==> config.mk <==
export PLATFORM = sky130hd
export DESIGN_NAME = ppdr_cfg
export DESIGN_NICKNAME = d
export VERILOG_FILES = /design/src/ppdr_pkg.sv /design/src/ppdr_cfg.sv
export SDC_FILE = /design/constraint.sdc
export NUM_CORES = 1
export LEC_CHECK = 0
export BUFFER_PORTS_ARGS = -buffer_cell sky130_fd_sc_hd__buf_2
export CAP_MARGIN = 5
export CELL_PAD_IN_SITES_DETAIL_PLACEMENT = 0
export CELL_PAD_IN_SITES_GLOBAL_PLACEMENT = 1
export CORE_MARGIN = 5
export CORE_UTILIZATION = 35
export DETAILED_ROUTE_END_ITERATION = 10
export PLACE_DENSITY_LB_ADDON = 0.25
export SLEW_MARGIN = 20
export SYNTH_ARGS = -nofsm -noshare
export SYNTH_HDL_FRONTEND = slang
export SYNTH_SLANG_ARGS = --single-unit
==> constraint.sdc <==
create_clock -name clk -period 1.4 [get_ports clk]
set_clock_uncertainty 0.2 [all_clocks]
set_input_delay 0.21 -clock clk [delete_from_list [all_inputs] [get_ports clk]]
set_output_delay 0.21 -clock clk [all_outputs]
set_load 0.01 [all_outputs]
==> src/ppdr_pkg.sv <==
// Shared types, widths and constants of the PID PWM delay regulator.
`default_nettype none
package ppdr_pkg;

  localparam int SAMPLE_W   = 10;
  localparam int ERR_W      = SAMPLE_W + 1;
  localparam int DIFF_W     = ERR_W + 1;
  localparam int GAIN_W     = 16;
  localparam int TIME_W     = 16;
  localparam int INT_W      = 32;
  localparam int PINT_W     = TIME_W + 1 + ERR_W;
  localparam int PDER_W     = TIME_W + 1 + DIFF_W;
  localparam int PPROP_W    = GAIN_W + ERR_W;
  localparam int PROP_SH    = 8;
  localparam int TI_W       = GAIN_W + INT_W;
  localparam int TD_W       = GAIN_W + PDER_W;
  localparam int INNER_W    = 48;
  localparam int HALF_W     = INNER_W / 2;
  localparam int PLO_W      = GAIN_W + HALF_W + 1;
  localparam int PHI_W      = GAIN_W + HALF_W;
  localparam int FULL_W     = 64;
  localparam int FRAC_W     = 32;
  localparam int CORR_W     = FULL_W - FRAC_W + 1;
  localparam int DSUM_W     = CORR_W + 1;
  localparam int DELAY_W    = 16;
  localparam int CORR_OUT_W = 6;
  localparam int IDX_W      = 3;
  localparam int DATA_W     = 16;

  localparam int CORRECTION_LIMIT = 30;
  localparam logic signed [DELAY_W-1:0] DELAY_RESET = 16'sd0;

  localparam logic signed [FULL_W-1:0] FULL_LIM  = {32'(CORRECTION_LIMIT), 32'd0};
  localparam logic signed [FULL_W-1:0] FULL_HALF = 64'sh0000_0000_8000_0000;
  localparam logic signed [INT_W-1:0]  INT_MAX   = 32'sh7fff_ffff;
  localparam logic signed [INT_W-1:0]  INT_MIN   = 32'sh8000_0000;
  localparam logic signed [DELAY_W-1:0] DELAY_MAX = 16'sh7fff;
  localparam logic signed [DELAY_W-1:0] DELAY_MIN = 16'sh8000;

  localparam logic KIND_STEP  = 1'b0;
  localparam logic KIND_CLEAR = 1'b1;

  typedef enum logic [IDX_W-1:0] {
    REG_SETPOINT,
    REG_TOTAL_GAIN,
    REG_PROP_GAIN,
    REG_INTEG_GAIN,
    REG_DERIV_GAIN,
    REG_THRESHOLD,
    REG_PERIOD,
    REG_INV_PERIOD
  } cfg_idx_t;

  typedef struct packed {
    logic [SAMPLE_W-1:0] setpoint;
    logic [GAIN_W-1:0]   total_gain;
    logic [GAIN_W-1:0]   prop_gain;
    logic [GAIN_W-1:0]   integ_gain;
    logic [GAIN_W-1:0]   deriv_gain;
    logic [SAMPLE_W-1:0] threshold;
    logic [TIME_W-1:0]   period;
    logic [TIME_W-1:0]   inv_period;
  } cfg_t;

  typedef enum logic [3:0] {
    ST_IDLE,
    ST_MUL1,
    ST_INTEG,
    ST_MUL2,
    ST_SUM,
    ST_MULT,
    ST_FULL,
    ST_ROUND,
    ST_DONE
  } state_t;

  typedef struct packed {
    logic capture;
    logic clear;
    logic mul1;
    logic integ;
    logic mul2;
    logic sum;
    logic mult;
    logic full;
    logic round;
    logic out_load;
  } dp_cmd_t;

endpackage
`default_nettype wire

==> src/ppdr_cfg.sv <==
// Configuration register file of the PID PWM delay regulator.
`default_nettype none
module ppdr_cfg (
  input  logic                       clk,
  input  logic                       rst,
  input  logic                       wr_en,
  input  logic [ppdr_pkg::IDX_W-1:0] wr_index,
  input  logic [ppdr_pkg::DATA_W-1:0] wr_data,
  output ppdr_pkg::cfg_t             cfg
);
  import ppdr_pkg::*;

  always_ff @(posedge clk) begin
    if (rst) begin
      cfg.setpoint   <= '0;
      cfg.total_gain <= '0;
      cfg.prop_gain  <= '0;
      cfg.integ_gain <= '0;
      cfg.deriv_gain <= '0;
      cfg.threshold  <= '0;
      cfg.period     <= 16'd256;
      cfg.inv_period <= 16'd256;
    end else if (wr_en) begin
      case (cfg_idx_t'(wr_index))
        REG_SETPOINT:   cfg.setpoint   <= wr_data[SAMPLE_W-1:0];
        REG_TOTAL_GAIN: cfg.total_gain <= wr_data[GAIN_W-1:0];
        REG_PROP_GAIN:  cfg.prop_gain  <= wr_data[GAIN_W-1:0];
        REG_INTEG_GAIN: cfg.integ_gain <= wr_data[GAIN_W-1:0];
        REG_DERIV_GAIN: cfg.deriv_gain <= wr_data[GAIN_W-1:0];
        REG_THRESHOLD:  cfg.threshold  <= wr_data[SAMPLE_W-1:0];
        REG_PERIOD:     cfg.period     <= wr_data[TIME_W-1:0];
        REG_INV_PERIOD: cfg.inv_period <= wr_data[TIME_W-1:0];
        default: begin
        end
      endcase
    end
  end

endmodule
`default_nettype wire

==> impl_metrics.json <==
{
  "syn_avg_cell_area_sq_um": 11.11,
  "slowest_stage": "dfxtp_1",
  "rows": 42,
  "path_cells": "buf_2",
  "fmax_mhz": 746.8,
  "syn_inst": 415,
  "setup_viol": 0,
  "hp-class": "primary input to flop",
  "drtIter0Drc": 149,
  "endpoint_kind": "output pin",
  "cts_tree": "done",
  "status": "finished clean",
  "arrival_ns": 0.93,
  "synth_fp_nets": 437,
  "port-buffer-count": 137,
  "grt_pass1_wl_mm": 19.21,
  "clkPwrFrac": 0.536,
  "insertion_delay_ns": 0.40,
  "die_area_sq_um": 15570,
  "initial_core_util": 0.3523,
  "cts_buffers": 17,
  "start_kind": "flop",
  "drc": 0,
  "hold_viol_final": 0,
  "cts_sinks": 116,
  "grt_pass1_vias": 3510,
  "crit_type": "flop to output pin",
  "synth_cell_types": 15,
  "yosys_warnings": 0,
  "pre_cts_ws_ns": -0.08731,
  "wl_mm": 11.84,
  "rsz0062_at_grt": "no",
  "die_w_um": 124.8,
  "vias": 3327,
  "via_per_inst": 4.448,
  "p_leak_uw": 0.003377,
  "cts_setup_buffers": 0,
  "period_share": 0.9565,
  "final_common_cell": "buf_2",
  "top_register": "cfg",
  "antenna_cells": 0,
  "cp_top_family": "flip-flops",
  "wl_per_cell_um": 15.83,
  "clkTransAtPathRegs_ns": 0.05,
  "setup_ws_ns": 0.06091,
  "slowest_delay_ns": 0.37,
  "clockRootBuffer": "clkbuf_16",
  "power.density_nw_per_um2": 1351,
  "seqPwrFrac": 0.397,
  "p_sw_frac": 0.2070,
  "syn_to_final_growth_pct": 38.22,
  "drv_slew": 0,
  "layout-drive-gt1-share": 0.3444,
  "grtUsageTotal": 0.1570,
  "dr.pass1.iters": 4,
  "ctsLongestPathBuffers": 2,
  "io_pins": 138,
  "synth_area_sq_um": 4609,
  "slew_headroom": 0.7237,
  "layout.nets": 582,
  "final_cells": 748,
  "fillers": 1253,
  "ys_ff_latch": 116,
  "htree_num_levels": 4,
  "die_h_um": 124.8,
  "required_ns": 0.99,
  "grt-ovfl-total": 0,
  "final_cell_mix": "buf_2 (137), nand2b_1 (130), mux2i_1 (116), dfxtp_1 (116), clkbuf_16 (17)",
  "ant_nets": 0,
  "core-area_sq_um": 13090,
  "worstPathMaxFanout": 2,
  "grt_max_degree": 38,
  "gp_congestion": 0.7488,
  "largest_reg_flops": 116,
  "worst_pin_slew_ns": 0.4145,
  "intPower_uw": 6824,
  "placed_cells": 715,
  "dp_hpwl_mm": 8.413,
  "antenna_found_initial": 0,
  "top_regs": "cfg: 116 flops",
  "min_period_ns": 1.339,
  "pwr-share-comb": 0.067,
  "cap_violations": 0,
  "ir_worst_vdd_mv": 0.6009,
  "ys_seq_area_frac": 0.5038,
  "switching_power_uw": 1781,
  "post_cts_resize_count": 0,
  "path_buf_inv": 1
}
per-layer routing:
metal | track usage | share of wire
met4 | 0.06190 | 0.018
met2 | 0.2440 | 0.45
met5 | 0 | 0
met3 | 0.06089 | 0.069
met1 | 0.1958 | 0.46
synth_stat cells (all sizes together):
master	n	area, sq um
nand4	1	12.51
dfxtp	116	2322
nor4bb	1	10.01
nand4b	3	26.28
mux2i	116	1161
and4bb	1	12.51
nand2b	130	813.3
or4b	1	13.76
buf	22	125.1
nor2	3	11.26
clkbuf	18	67.56
nand4bb	3	33.78
logic make-up (layout without fill, tap and decap cells):
family        Yosys count  in the layout  share of synthesized area
simple gates          143            143                     0.2025
mux                   116            116                     0.2519
flops                 116            116                     0.5038
buf+inv                40            197                    0.04180
power by group through the flow:
stage               clock network (uW)  registers (uW)  logic [uW]
global route                      4850            3420         628
CTS                               4710            3420         592
floorplan                            0            3520         287
global placement                     0            3490         580
finish                            4610            3420         578
detailed placement                   0            3490         586
final cells by class:
| type | instances | area (sq um) | area share |
|---|---|---|---|
| clock inverters | 8 | 147.6 | 0.02317 |
| flip-flops and latches | 116 | 2322 | 0.3645 |
| multi-input cells | 259 | 2110 | 0.3311 |
| clock buffers | 23 | 488.0 | 0.07659 |
| repair buffers | 166 | 1084 | 0.1701 |
| well taps | 176 | 220.2 | 0.03456 |
timing repair:
item,4_1_cts,5_1_grt
endpoints found under the hold margin,3,0
hold buffers,2,0
endpoints found under the setup margin,0,0
final timing paths:
kind	endpoint	cells past startpoint	slack, ns	startpoint
worst max-delay path	cfg[110]	1	0.06	cfg[110]
worst min register to register	cfg[33]	2	0.27	cfg[33]
worst max register to register	cfg[110]	2	0.56	cfg[110]
worst min-delay path	cfg[15]	3	0.01	wr_data[15]
metrics by stage:
step                      hold WS [ns]  cell area (sq um)  utilization  total power [uW]  TNS [ns]
after global placement          0.2566               5715       0.4368              4066   -0.9647
final                          0.01147               6371       0.4869              8605         0
after floorplan                 0.1810               4621            -              3804   -0.4326
after detailed placement        0.2584               5715       0.4368              4073    -1.396
after CTS                     0.002706               6371       0.4869              8717         0
after global routing           0.03100               6371       0.4869              8906         0
(Power assumes the default switching activity.)
