$ cat src/ppdr_pkg.sv
// Shared types, widths and constants of the PID PWM delay regulator.
`default_nettype none
package ppdr_pkg;

  localparam int SAMPLE_W   = 10;
  localparam int ERR_W      = SAMPLE_W + 1;
  localparam int DIFF_W     = ERR_W + 1;
  localparam int GAIN_W     = 16;
  localparam int TIME_W     = 16;
  localparam int INT_W      = 32;
  localparam int PINT_W     = TIME_W + 1 + ERR_W;
  localparam int PDER_W     = TIME_W + 1 + DIFF_W;
  localparam int PPROP_W    = GAIN_W + ERR_W;
  localparam int PROP_SH    = 8;
  localparam int TI_W       = GAIN_W + INT_W;
  localparam int TD_W       = GAIN_W + PDER_W;
  localparam int INNER_W    = 48;
  localparam int HALF_W     = INNER_W / 2;
  localparam int PLO_W      = GAIN_W + HALF_W + 1;
  localparam int PHI_W      = GAIN_W + HALF_W;
  localparam int FULL_W     = 64;
  localparam int FRAC_W     = 32;
  localparam int CORR_W     = FULL_W - FRAC_W + 1;
  localparam int DSUM_W     = CORR_W + 1;
  localparam int DELAY_W    = 16;
  localparam int CORR_OUT_W = 6;
  localparam int IDX_W      = 3;
  localparam int DATA_W     = 16;

  localparam int CORRECTION_LIMIT = 30;
  localparam logic signed [DELAY_W-1:0] DELAY_RESET = 16'sd0;

  localparam logic signed [FULL_W-1:0] FULL_LIM  = {32'(CORRECTION_LIMIT), 32'd0};
  localparam logic signed [FULL_W-1:0] FULL_HALF = 64'sh0000_0000_8000_0000;
  localparam logic signed [INT_W-1:0]  INT_MAX   = 32'sh7fff_ffff;
  localparam logic signed [INT_W-1:0]  INT_MIN   = 32'sh8000_0000;
  localparam logic signed [DELAY_W-1:0] DELAY_MAX = 16'sh7fff;
  localparam logic signed [DELAY_W-1:0] DELAY_MIN = 16'sh8000;

  localparam logic KIND_STEP  = 1'b0;
  localparam logic KIND_CLEAR = 1'b1;

  typedef enum logic [IDX_W-1:0] {
    REG_SETPOINT,
    REG_TOTAL_GAIN,
    REG_PROP_GAIN,
    REG_INTEG_GAIN,
    REG_DERIV_GAIN,
    REG_THRESHOLD,
    REG_PERIOD,
    REG_INV_PERIOD
  } cfg_idx_t;

  typedef struct packed {
    logic [SAMPLE_W-1:0] setpoint;
    logic [GAIN_W-1:0]   total_gain;
    logic [GAIN_W-1:0]   prop_gain;
    logic [GAIN_W-1:0]   integ_gain;
    logic [GAIN_W-1:0]   deriv_gain;
    logic [SAMPLE_W-1:0] threshold;
    logic [TIME_W-1:0]   period;
    logic [TIME_W-1:0]   inv_period;
  } cfg_t;

  typedef enum logic [3:0] {
    ST_IDLE,
    ST_MUL1,
    ST_INTEG,
    ST_MUL2,
    ST_SUM,
    ST_MULT,
    ST_FULL,
    ST_ROUND,
    ST_DONE
  } state_t;

  typedef struct packed {
    logic capture;
    logic clear;
    logic mul1;
    logic integ;
    logic mul2;
    logic sum;
    logic mult;
    logic full;
    logic round;
    logic out_load;
  } dp_cmd_t;

endpackage
`default_nettype wire

$ cat src/ppdr_ctrl.sv
// Sequencer of the PID PWM delay regulator: steps the datapath and owns the handshakes.
`default_nettype none
module ppdr_ctrl (
  input  logic              clk,
  input  logic              rst,
  input  logic              in_valid,
  input  logic              kind,
  input  logic              out_stall,
  output logic              in_stall,
  output logic              out_valid,
  output ppdr_pkg::dp_cmd_t cmd
);
  import ppdr_pkg::*;

  state_t state, state_next;

  always_ff @(posedge clk) begin
    if (rst) begin
      state <= ST_IDLE;
    end else begin
      state <= state_next;
    end
  end

  always_comb begin
    state_next = state;
    cmd        = '0;
    in_stall   = (state != ST_IDLE);
    case (state)
      ST_IDLE: begin
        if (in_valid) begin
          if (kind == KIND_CLEAR) begin
            cmd.clear = 1'b1;
          end else begin
            cmd.capture = 1'b1;
            state_next  = ST_MUL1;
          end
        end
      end
      ST_MUL1: begin
        cmd.mul1   = 1'b1;
        state_next = ST_INTEG;
      end
      ST_INTEG: begin
        cmd.integ  = 1'b1;
        state_next = ST_MUL2;
      end
      ST_MUL2: begin
        cmd.mul2   = 1'b1;
        state_next = ST_SUM;
      end
      ST_SUM: begin
        cmd.sum    = 1'b1;
        state_next = ST_MULT;
      end
      ST_MULT: begin
        cmd.mult   = 1'b1;
        state_next = ST_FULL;
      end
      ST_FULL: begin
        cmd.full   = 1'b1;
        state_next = ST_ROUND;
      end
      ST_ROUND: begin
        cmd.round  = 1'b1;
        state_next = ST_DONE;
      end
      ST_DONE: begin
        if (!out_valid || !out_stall) begin
          cmd.out_load = 1'b1;
          state_next   = ST_IDLE;
        end
      end
      default: begin
        state_next = ST_IDLE;
      end
    endcase
  end

  // output register: holds until the transaction completes
  always_ff @(posedge clk) begin
    if (rst) begin
      out_valid <= 1'b0;
    end else if (cmd.out_load) begin
      out_valid <= 1'b1;
    end else if (!out_stall) begin
      out_valid <= 1'b0;
    end
  end

endmodule
`default_nettype wire

$ cat config.mk
export PLATFORM = sky130hd
export DESIGN_NAME = ppdr_ctrl
export DESIGN_NICKNAME = d
export VERILOG_FILES = /design/src/ppdr_pkg.sv /design/src/ppdr_ctrl.sv
export SDC_FILE = /design/constraint.sdc
export NUM_CORES = 1
export LEC_CHECK = 0
export ABC_AREA = 0
export BUFFER_PORTS_ARGS = -buffer_cell sky130_fd_sc_hd__buf_4
export CORE_AREA = 5 5 42 44
export CTS_BUF_LIST = sky130_fd_sc_hd__clkbuf_8
export CTS_CLUSTER_SIZE = 40
export DETAILED_ROUTE_END_ITERATION = 10
export DIE_AREA = 0 0 47 49
export PLACE_DENSITY_LB_ADDON = 0.12
export SETUP_SLACK_MARGIN = 0.2
export SYNTH_ARGS = -nofsm -noshare
export SYNTH_HDL_FRONTEND = slang
export SYNTH_SLANG_ARGS = --single-unit
export TNS_END_PERCENT = 30
$ cat constraint.sdc
create_clock -name clk -period 1.4 [get_ports clk]
set_clock_uncertainty 0.1 [all_clocks]
set_input_delay 0.07 -clock clk [delete_from_list [all_inputs] [get_ports clk]]
set_output_delay 0.07 -clock clk [all_outputs]
set_load 0.05 [all_outputs]
==> impl_table.tex, run 1 <==
\begin{tabular}{lr}
\hline
Metric & Value \\
\hline
\multicolumn{2}{l}{\textbf{Run status}} \\
\quad Outcome & finished, violations left \\
\quad Failing checks & setup timing \\
\multicolumn{2}{l}{\textbf{GRT}} \\
\quad Global-route met3 utilization & 5.535\% \\
\quad Global-route wire length before repair & 1428 µm \\
\quad Via count of the first global-routing pass & 331 \\
\quad Pin count of the biggest net entering global routing & 6 \\
\quad Met1 Usage GRT & 9.713\% \\
\quad Total Routing Usage GR & under 10\% \\
\quad Congestion Overflow GR & 0 \\
\quad GRT Max-Usage Layer & met2 \\
\quad M2 GR Usage & approximately an eighth \\
\quad Number of antenna violations at the first check in global routing & 0 \\
\multicolumn{2}{l}{\textbf{Floorplan}} \\
\quad Starting density of the core & between 20\% and 30\% \\
\quad Horiz. Die Dim & between 40 and 50 µm \\
\quad Number of placed I/O pins & 17 \\
\quad Chip height & 49 µm \\
\quad Core region area & between 0.001 and 0.0015 mm² \\
\quad Site row count & 14 \\
\quad Area enclosed by the die boundary & between 0.002 and 0.0025 mm² \\
\multicolumn{2}{l}{\textbf{Timing}} \\
\quad Clock period minus final worst setup slack & around 1.6 ns \\
\quad Worst path setup slack after routing & -0.1811 ns \\
\quad Count of pins over their slew limit & 0 \\
\quad Setup TNS & -0.5137 ns \\
\quad Transition time at the pin with the least slew margin & between 0.2 and 0.3 ns \\
\quad Worst max-slew margin expressed relative to the limit & $\sim$80\% \\
\quad Final-layout worst hold slack & roughly 0.058 ns \\
\quad RSZ-0062 raised after global routing & yes \\
\quad Final-report setup violation count & 9 \\
\quad Maximum clock frequency & roughly 630 MHz \\
\quad Crit share post-route & 112.9\% \\
\quad Final hold viol count & 0 \\
\multicolumn{2}{l}{\textbf{Pwr}} \\
\quad Share of power burned in combinational logic & 50.7\% \\
\quad Sw Share & 40.23\% \\
\quad Sequential group share of total power & between 20\% and 30\% \\
\quad Proportion of power drawn by the clock network & 29.0\% \\
\quad Switching component of the power & $\sim$0.00037 W \\
\quad Leakage & between 0.3 and 0.4 nW \\
\quad Cell Pwr Density & $\sim$1300 mW/mm² \\
\quad Cell-internal power & roughly 0.00054 W \\
\quad Maximum ir drop on the vdd rail & 0.0008826 V \\
\multicolumn{2}{l}{\textbf{Layout}} \\
\quad Layout Area Growth over Synthesis & 134.2\% \\
\quad Most frequent cells in the layout & sky130\_fd\_sc\_hd\_\_buf\_4 (14), sky130\_fd\_sc\_hd\_\_buf\_6 (12), sky130\_fd\_sc\_hd\_\_nor3\_2 (4) \\
\quad Most frequent standard cell in the layout excluding fill and tap cells & sky130\_fd\_sc\_hd\_\_buf\_4 \\
\quad Number of nets in the layout & 72 \\
\quad Share of layout cells above drive strength 1 & between 70\% and 80\% \\
\quad \# diodes & 0 \\
\multicolumn{2}{l}{\textbf{Route}} \\
\quad Remaining antenna violation count after routing & 0 \\
\quad Number of detailed-routing iterations run before antenna repair & 3 \\
\quad DRT Wirelength & 858 µm \\
\quad Total via count in the routed design & approximately 360 \\
\quad Vias per cell & between 4 and 5 \\
\quad Final routed DRC violation total & 0 \\
\quad Per-cell routed wire length & between 10 and 15 µm \\
\quad Iteration-0 DRC count of the detailed router & 1 \\
\multicolumn{2}{l}{\textbf{Logic synthesis}} \\
\quad Combined area of all synthesized cells & 292.8 µm² \\
\quad Number of flip-flops and latches in the synthesized netlist & 5 \\
\quad Area fraction in compound gates after synthesis & between 8 and 9\% \\
\quad Net count after synthesis & 43 \\
\quad Synth Area per Inst & between 7 and 8 µm² \\
\quad Gate Count Post-Synth & 38 \\
\quad Biggest area contributors in the synthesized netlist & sky130\_fd\_sc\_hd\_\_dfxtp\_1 (34\%), sky130\_fd\_sc\_hd\_\_nor3\_1 (12\%), sky130\_fd\_sc\_hd\_\_nand2b\_1 (6.4\%) \\
\quad Seq/Total Area, Yosys & 34.19\% \\
\quad Fraction of synthesized area in multiplexers & 0\% \\
\quad Fraction of the mapped netlist area in simple logic gates & a little over two fifths \\
\quad Arithmetic-cell share of the synthesized area counting full adders, half adders and majority gates & 0\% \\
\quad Area share of the largest cell type after synthesis & between 30\% and 40\% \\
\quad Number of library cell types mapped by synthesis & 18 \\
\quad Synthesis warning total & 0 \\
\quad Fraction of synthesized cell area in xor and xnor cells & 5.983\% \\
\quad Main combinational cell family by area after synthesis & simple AND/OR/NAND/NOR gates \\
\quad Cell accounting for the most synthesized area & sky130\_fd\_sc\_hd\_\_dfxtp\_1 \\
\multicolumn{2}{l}{\textbf{Clock tree}} \\
\quad CTS Buffer Depth & 2 \\
\quad Cell at the root of the clock tree & sky130\_fd\_sc\_hd\_\_clkbuf\_8 \\
\quad CTS buffer count & 3 \\
\quad Sink count of the clock tree & 5 \\
\quad Number of levels in the clock H-tree & 1 \\
\quad Clock tree from TritonCTS & done \\
\quad Worst-skew pair later-pin latency & about 0.22 ns \\
\quad Clk pin slew, worst setup/hold paths & about 0.040 ns \\
\multicolumn{2}{l}{\textbf{Worst hold path}} \\
\quad Worst Hold Depth & 3 \\
\quad Worst hold-check path type & in2reg \\
\multicolumn{2}{l}{\textbf{Place}} \\
\quad Half-perimeter wire length of the detailed placement result & 662.9 µm \\
\quad Placer congestion estimate & roughly 0.65 \\
\quad Count of input and output buffers & 16 \\
\multicolumn{2}{l}{\textbf{Setup path}} \\
\quad Cell count of the worst reg-to-reg path & 3 \\
\quad Capturing element type of the critical path & output port \\
\quad Type of origin of the critical path & flop \\
\quad Worst endpoint data arrival time & around 1.4 ns \\
\quad Critical path data required time & 1.23 ns \\
\quad Worst setup path class & reg2out \\
\quad Critical path fanouts, max & 5 \\
\multicolumn{2}{l}{\textbf{Job}} \\
\quad Number of max-cap violations & 0 \\
\hline
\end{tabular}
==> area by class of cell <==
cell class,count,area [µm²]
fillers,136,715.7
multi-input cells,29,260.3
repair buffers,27,250.2
flip-flops and latches,5,106.4
clock buffers,3,41.29
well taps,16,20.02
clock inverters,1,3.754
inverters,1,3.754
==> final timing paths <==
| path | start | to | slack, ns |
|---|---|---|---|
| setup reg to reg | state[0] | state[3] | 0.04 |
| setup / recovery | state[0] | cmd[0] | -0.18 |
| hold reg to reg | out_valid | out_valid | 0.43 |
| hold / removal | out_stall | out_valid | 0.06 |
==> flip-flops by register name, indices dropped and copies added, names as in the netlist <==
register / cells
out_valid: 1
state: 4
==> worst max-delay path, cell delays in order, from the launching register on <==
cell	delay (ns)
sky130_fd_sc_hd__dfxtp_2	0.34
sky130_fd_sc_hd__or4b_4	0.55
sky130_fd_sc_hd__a21oi_4	0.13
sky130_fd_sc_hd__buf_6	0.17
==> cell usage after synthesis <==
library cell	number
sky130_fd_sc_hd__or2b_1	1
sky130_fd_sc_hd__dfxtp_1	5
sky130_fd_sc_hd__xor2_1	1
sky130_fd_sc_hd__nand2b_1	3
sky130_fd_sc_hd__nor3_1	7
sky130_fd_sc_hd__o22a_1	1
sky130_fd_sc_hd__nor4_1	1
sky130_fd_sc_hd__nor2_2	1
sky130_fd_sc_hd__a21o_1	1
sky130_fd_sc_hd__or4b_4	1
sky130_fd_sc_hd__inv_1	1
sky130_fd_sc_hd__and3_1	1
sky130_fd_sc_hd__buf_6	1
sky130_fd_sc_hd__nor2_1	4
sky130_fd_sc_hd__buf_2	2
sky130_fd_sc_hd__nand2_1	4
sky130_fd_sc_hd__a21oi_1	2
sky130_fd_sc_hd__xnor2_1	1
==> logic make-up after synthesis <==
family                 count (synthesis)
XOR/XNOR                               2
flip-flops                             5
AND/OR/NAND/NOR                       23
AO/OA/AOI/OAI                          4
buffers and inverters                  4
==> power groups by stage <==
stage	logic [W]	clock network, W	registers, W
2_1_floorplan	0.000298	0	0.000171
3_3_place_gp	0.000398	0	0.000182
3_5_place_dp	0.000397	0	0.000180
4_1_cts	0.000412	0.000269	0.000180
5_1_grt	0.000489	0.000280	0.000187
6_report	0.000460	0.000263	0.000184
==> what timing repair did <==
item,in CTS,in global routing
buffers inserted,0,1
endpoints found under the setup margin,14,13
pin swaps,2,3
hold buffers,1,0
hold endpoints to repair,3,0
gates resized for setup,7,15
==> through the flow <==
| step | total power, W | std cells | util, % | instance area, µm² | worst slack, ns |
|---|---|---|---|---|---|
| 2_1_floorplan | 0.0004687 | 38 | - | 359.1 | -0.06858 |
| 3_3_place_gp | 0.0005809 | 76 | 38.48 | 539.3 | -0.01569 |
| 3_5_place_dp | 0.0005769 | 76 | 38.48 | 539.3 | -0.003718 |
| 4_1_cts | 0.0008617 | 81 | 43.93 | 615.6 | -0.1820 |
| 5_1_grt | 0.0009556 | 82 | 48.93 | 685.7 | -0.2117 |
| 6_report | 0.0009074 | 82 | 48.93 | 685.7 | -0.1811 |
==> routing by layer <==
layer,vias to the layer above,routed length (µm)
met5,-,0
met4,0,16
met3,4,77
met2,13,420
met1,151,343
li1,188,-
Power figures use the tool's default switching activity.
==> run 2, diff against run 1 <==
--- a/config.mk
+++ b/config.mk
@@ -5,7 +5,7 @@
 export SDC_FILE = /design/constraint.sdc
 export NUM_CORES = 1
 export LEC_CHECK = 0
-export ABC_AREA = 0
+export ABC_AREA = 1
 export BUFFER_PORTS_ARGS = -buffer_cell sky130_fd_sc_hd__buf_4
 export CORE_AREA = 5 5 42 44
 export CTS_BUF_LIST = sky130_fd_sc_hd__clkbuf_8
==> run 2 against run 1 <==
Against the previous run: the flow now finishes without violations; maximum frequency up 20%; sequential power down 4%; sequential share of layout area up 1.1 points; clock-buffer cell count unchanged; cell count up 9.8%; clock power down 3%; register-to-register slack better by 0.26 ns; sequential cell count unchanged; critical path type unchanged.
==> impl_table.tex, run 2 <==
\begin{tabular}{lr}
\hline
Metric & Value \\
\hline
\multicolumn{2}{l}{\textbf{Run status}} \\
\quad Outcome & completed \\
\multicolumn{2}{l}{\textbf{Route}} \\
\quad DRT Wirelength & 924 µm (+7.7\%) \\
\quad Number of detailed-routing iterations run before antenna repair & 3 (unchanged) \\
\quad Total via count in the routed design & 386 (+8.4\%) \\
\quad Final routed DRC violation total & 0 (unchanged) \\
\quad Per-cell routed wire length & 10.27 µm (-1.9\%) \\
\quad Iteration-0 DRC count of the detailed router & 3 (+2) \\
\quad Vias per cell & 4.289 (-1.2\%) \\
\quad Remaining antenna violation count after routing & 0 (unchanged) \\
\multicolumn{2}{l}{\textbf{GRT}} \\
\quad Congestion Overflow GR & 0 (unchanged) \\
\quad Total Routing Usage GR & 9.500\% (+0.61 points) \\
\quad Pin count of the biggest net entering global routing & 7 (+1) \\
\quad Global-route wire length before repair & 1593 µm (+12\%) \\
\quad Via count of the first global-routing pass & 372 (+12\%) \\
\quad Number of antenna violations at the first check in global routing & 0 (unchanged) \\
\multicolumn{2}{l}{\textbf{Floorplan}} \\
\quad Horiz. Die Dim & 47 µm (unchanged) \\
\quad Core region area & 0.001401 mm² (unchanged) \\
\quad Area enclosed by the die boundary & 0.002303 mm² (unchanged) \\
\quad Number of placed I/O pins & 17 (unchanged) \\
\quad Starting density of the core & 19.73\% (-1.2 points) \\
\quad Chip height & 49 µm (unchanged) \\
\quad Site row count & 14 (unchanged) \\
\multicolumn{2}{l}{\textbf{Clock tree}} \\
\quad Cell at the root of the clock tree & sky130\_fd\_sc\_hd\_\_clkbuf\_8 \\
\quad CTS Buffer Depth & 2 (unchanged) \\
\quad Number of levels in the clock H-tree & 1 (unchanged) \\
\quad CTS buffer count & 3 (unchanged) \\
\quad Clk pin slew, worst setup/hold paths & 0.03 ns (about the same) \\
\quad Sink count of the clock tree & 5 (unchanged) \\
\quad Worst-skew pair later-pin latency & 0.22 ns (about the same) \\
\quad Clock tree from TritonCTS & done \\
\multicolumn{2}{l}{\textbf{Layout}} \\
\quad Reg with most FFs & state \\
\quad Most frequent cells in the layout & sky130\_fd\_sc\_hd\_\_buf\_4 (17), sky130\_fd\_sc\_hd\_\_inv\_1 (7), sky130\_fd\_sc\_hd\_\_buf\_6 (7), sky130\_fd\_sc\_hd\_\_nor2\_4 (5), sky130\_fd\_sc\_hd\_\_nor3\_4 (5) \\
\quad Post-route cell area & 700.7 µm² (+2.2\%) \\
\quad Share of layout cells above drive strength 1 & 70.27\% (-4.0 points) \\
\quad Most frequent standard cell in the layout excluding fill and tap cells & sky130\_fd\_sc\_hd\_\_buf\_4 \\
\quad Max FFs per register & 4 (unchanged) \\
\quad Layout Area Growth over Synthesis & 153.4\% \\
\quad Number of nets in the layout & 80 (+11\%) \\
\quad Share of the core filled with cells & 50.00\% (+1.1 points) \\
\quad \# diodes & 0 (unchanged) \\
\quad Top Registers & state (4), out\_valid (1) \\
\multicolumn{2}{l}{\textbf{Setup path}} \\
\quad Register-to-Register Setup Slack & 0.30 ns (+0.26 ns) \\
\quad Cell count of the worst reg-to-reg path & 5 (+2) \\
\quad Worst setup startpoint & state[3] \\
\quad Type of origin of the critical path & flop \\
\quad Critical path fanouts, max & 3 (-2) \\
\quad Worst setup path class & reg2out \\
\quad Worst endpoint data arrival time & 1.14 ns (-0.27 ns) \\
\quad Launch instance of the worst register-to-register path & state[1] \\
\quad Capturing element type of the critical path & output port \\
\quad CP Capture Point & cmd[8] \\
\quad Critical register-to-register path endpoint & state[0] \\
\quad Critical path data required time & 1.23 ns (about the same) \\
\multicolumn{2}{l}{\textbf{Logic synthesis}} \\
\quad Synth Area per Inst & 6.284 µm² (-18\%) \\
\quad Gate Count Post-Synth & 44 (+16\%) \\
\quad Area fraction in compound gates after synthesis & 5.430\% (-3.5 points) \\
\quad Fraction of synthesized cell area in xor and xnor cells & 0\% (-6.0 points) \\
\quad Arithmetic-cell share of the synthesized area counting full adders, half adders and majority gates & 0\% (unchanged) \\
\quad Net count after synthesis & 49 (+14\%) \\
\quad Post-synth EDFFs & 0 (unchanged) \\
\quad Most instantiated cells after synthesis & sky130\_fd\_sc\_hd\_\_inv\_1 (8), sky130\_fd\_sc\_hd\_\_nand2\_1 (7), sky130\_fd\_sc\_hd\_\_nor2\_1 (7) \\
\quad Combined area of all synthesized cells & 276.5 µm² (-5.6\%) \\
\quad Cell accounting for the most synthesized area & sky130\_fd\_sc\_hd\_\_dfxtp\_1 \\
\quad Fraction of the mapped netlist area in simple logic gates & 45.70\% (+3.4 points) \\
\quad Synthesis warning total & 0 (unchanged) \\
\quad Number of library cell types mapped by synthesis & 12 (-6) \\
\quad Area share of the largest cell type after synthesis & 36.20\% (+2.0 points) \\
\quad Commonest register cell after synthesis & sky130\_fd\_sc\_hd\_\_dfxtp\_1 \\
\quad Number of flip-flops and latches in the synthesized netlist & 5 (unchanged) \\
\quad Main combinational cell family by area after synthesis & simple AND/OR/NAND/NOR gates \\
\quad Fraction of synthesized area in multiplexers & 0\% (unchanged) \\
\quad Seq/Total Area, Yosys & 36.20\% (+2.0 points) \\
\quad Fraction of synthesis flops using an asynchronous set or reset pin & 0\% (unchanged) \\
\quad Most numerous cell in the Yosys netlist & sky130\_fd\_sc\_hd\_\_inv\_1 \\
\quad Biggest area contributors in the synthesized netlist & sky130\_fd\_sc\_hd\_\_dfxtp\_1 (36\%), sky130\_fd\_sc\_hd\_\_inv\_1 (11\%), sky130\_fd\_sc\_hd\_\_nand2\_1 (9.5\%) \\
\multicolumn{2}{l}{\textbf{Pwr}} \\
\quad Leakage & 0.3311 nW (+8.5\%) \\
\quad Maximum ir drop on the vdd rail & 0.0005837 V (-34\%) \\
\quad Cell Pwr Density & 1109 mW/mm² (-16\%) \\
\quad Total power & 0.0007772 W (-14\%) \\
\multicolumn{2}{l}{\textbf{Place}} \\
\quad Post-placement setup slack & 0.1731 ns (+0.1768 ns) \\
\quad Placer congestion estimate & 0.6665 (+2.7\%) \\
\quad Count of input and output buffers & 16 (unchanged) \\
\quad Post-DP Area & 521.8 µm² (-3.2\%) \\
\quad Half-perimeter wire length of the detailed placement result & 670.5 µm (+1.1\%) \\
\multicolumn{2}{l}{\textbf{Timing}} \\
\quad Setup TNS & 0 ns (+0.5137 ns) \\
\quad Clock period minus final worst setup slack & 1.312 ns (-0.2688 ns) \\
\quad Crit share post-route & 93.74\% (-19 points) \\
\quad Count of pins over their slew limit & 0 (unchanged) \\
\quad Transition time at the pin with the least slew margin & 0.2972 ns (+0.02478 ns) \\
\quad Final hold viol count & 0 (unchanged) \\
\quad Worst max-slew margin expressed relative to the limit & 80.01\% (-1.7 points) \\
\quad Final-report setup violation count & 0 (-9) \\
\quad Maximum clock frequency & 762.0 MHz (+20\%) \\
\quad Worst path setup slack after routing & 0.08766 ns (+0.2688 ns) \\
\quad RSZ-0062 raised after global routing & yes \\
\multicolumn{2}{l}{\textbf{Job}} \\
\quad Number of max-cap violations & 0 (unchanged) \\
\multicolumn{2}{l}{\textbf{Worst hold path}} \\
\quad Worst hold-check path type & in2reg \\
\hline
\end{tabular}
[run 2: cell count changes in the layout (fill, tap and decap cells not counted), sizes merged, moves of 2 or more]
cell / delta
inv: +7
nor2: +3
nand2b: -3
nand2: +4
nand3: +5
nor3: -2
[run 2: how the worst min path moves through the flow]
stage | cells past startpoint | endpoint | start | slack (ns)
after floorplan | 1 | out_valid | rst | 0.03
after global placement | 2 | state[0] | rst | 0.17
after detailed placement | 2 | state[0] | rst | 0.17
after CTS | 3 | out_valid | out_stall | 0.03
after global routing | 3 | out_valid | out_stall | 0.04
final | 3 | out_valid | out_stall | 0.03
[run 2: layer usage]
| layer | wire (µm) | share of wire [%] | global-route usage [%] |
|---|---|---|---|
| met5 | 0 | 0 | 0 |
| met4 | 0 | 0 | 1.382 |
| met3 | 57 | 6.2 | 6.642 |
| met2 | 537 | 58 | 15.38 |
| met1 | 329 | 36 | 10.09 |
[run 2: critical path: stages (launching register included)]
cell	delay (ns)
sky130_fd_sc_hd__dfxtp_4	0.35
sky130_fd_sc_hd__nor2_4	0.14
sky130_fd_sc_hd__buf_6	0.12
sky130_fd_sc_hd__nand2_4	0.07
sky130_fd_sc_hd__nor2_4	0.10
sky130_fd_sc_hd__buf_8	0.15
[run 2: repair_timing]
action	in CTS	in global routing
gates resized for setup	17	3
hold buffers	1	0
endpoints found under the hold margin	5	0
pin swaps	5	3
setup buffers	6	3
setup endpoints to repair	11	11
[run 2: cell families (layout without fill, tap and decap cells)]
logic type | after synthesis | after routing
buf+inv | 9 | 39
compound gates | 3 | 3
flops | 5 | 5
simple gates | 27 | 27
[run 2: report_power, final]
part / internal, W / switching (W)
clock network: 0.000188 / 0.0000683
registers: 0.000155 / 0.0000219
logic: 0.000135 / 0.000209
total: 0.000478 / 0.000300
[run 2: metrics by stage]
| stage | hold WS (ns) | instances |
|---|---|---|
| 3_5_place_dp | 0.1738 | 76 |
| 6_report | 0.03249 | 90 |
| 4_1_cts | 0.03040 | 87 |
| 2_1_floorplan | 0.03165 | 44 |
| 5_1_grt | 0.03755 | 90 |
| 3_3_place_gp | 0.1724 | 76 |
[run 2: cell type report]
type                    count  area [µm²]
clock buffers               3       41.29
clock inverters             1       3.754
fillers                   141       700.7
inverters                   9       35.03
multi-input cells          30       252.7
flip-flops and latches      5       116.4
well taps                  16       20.02
repair buffers             26       231.5
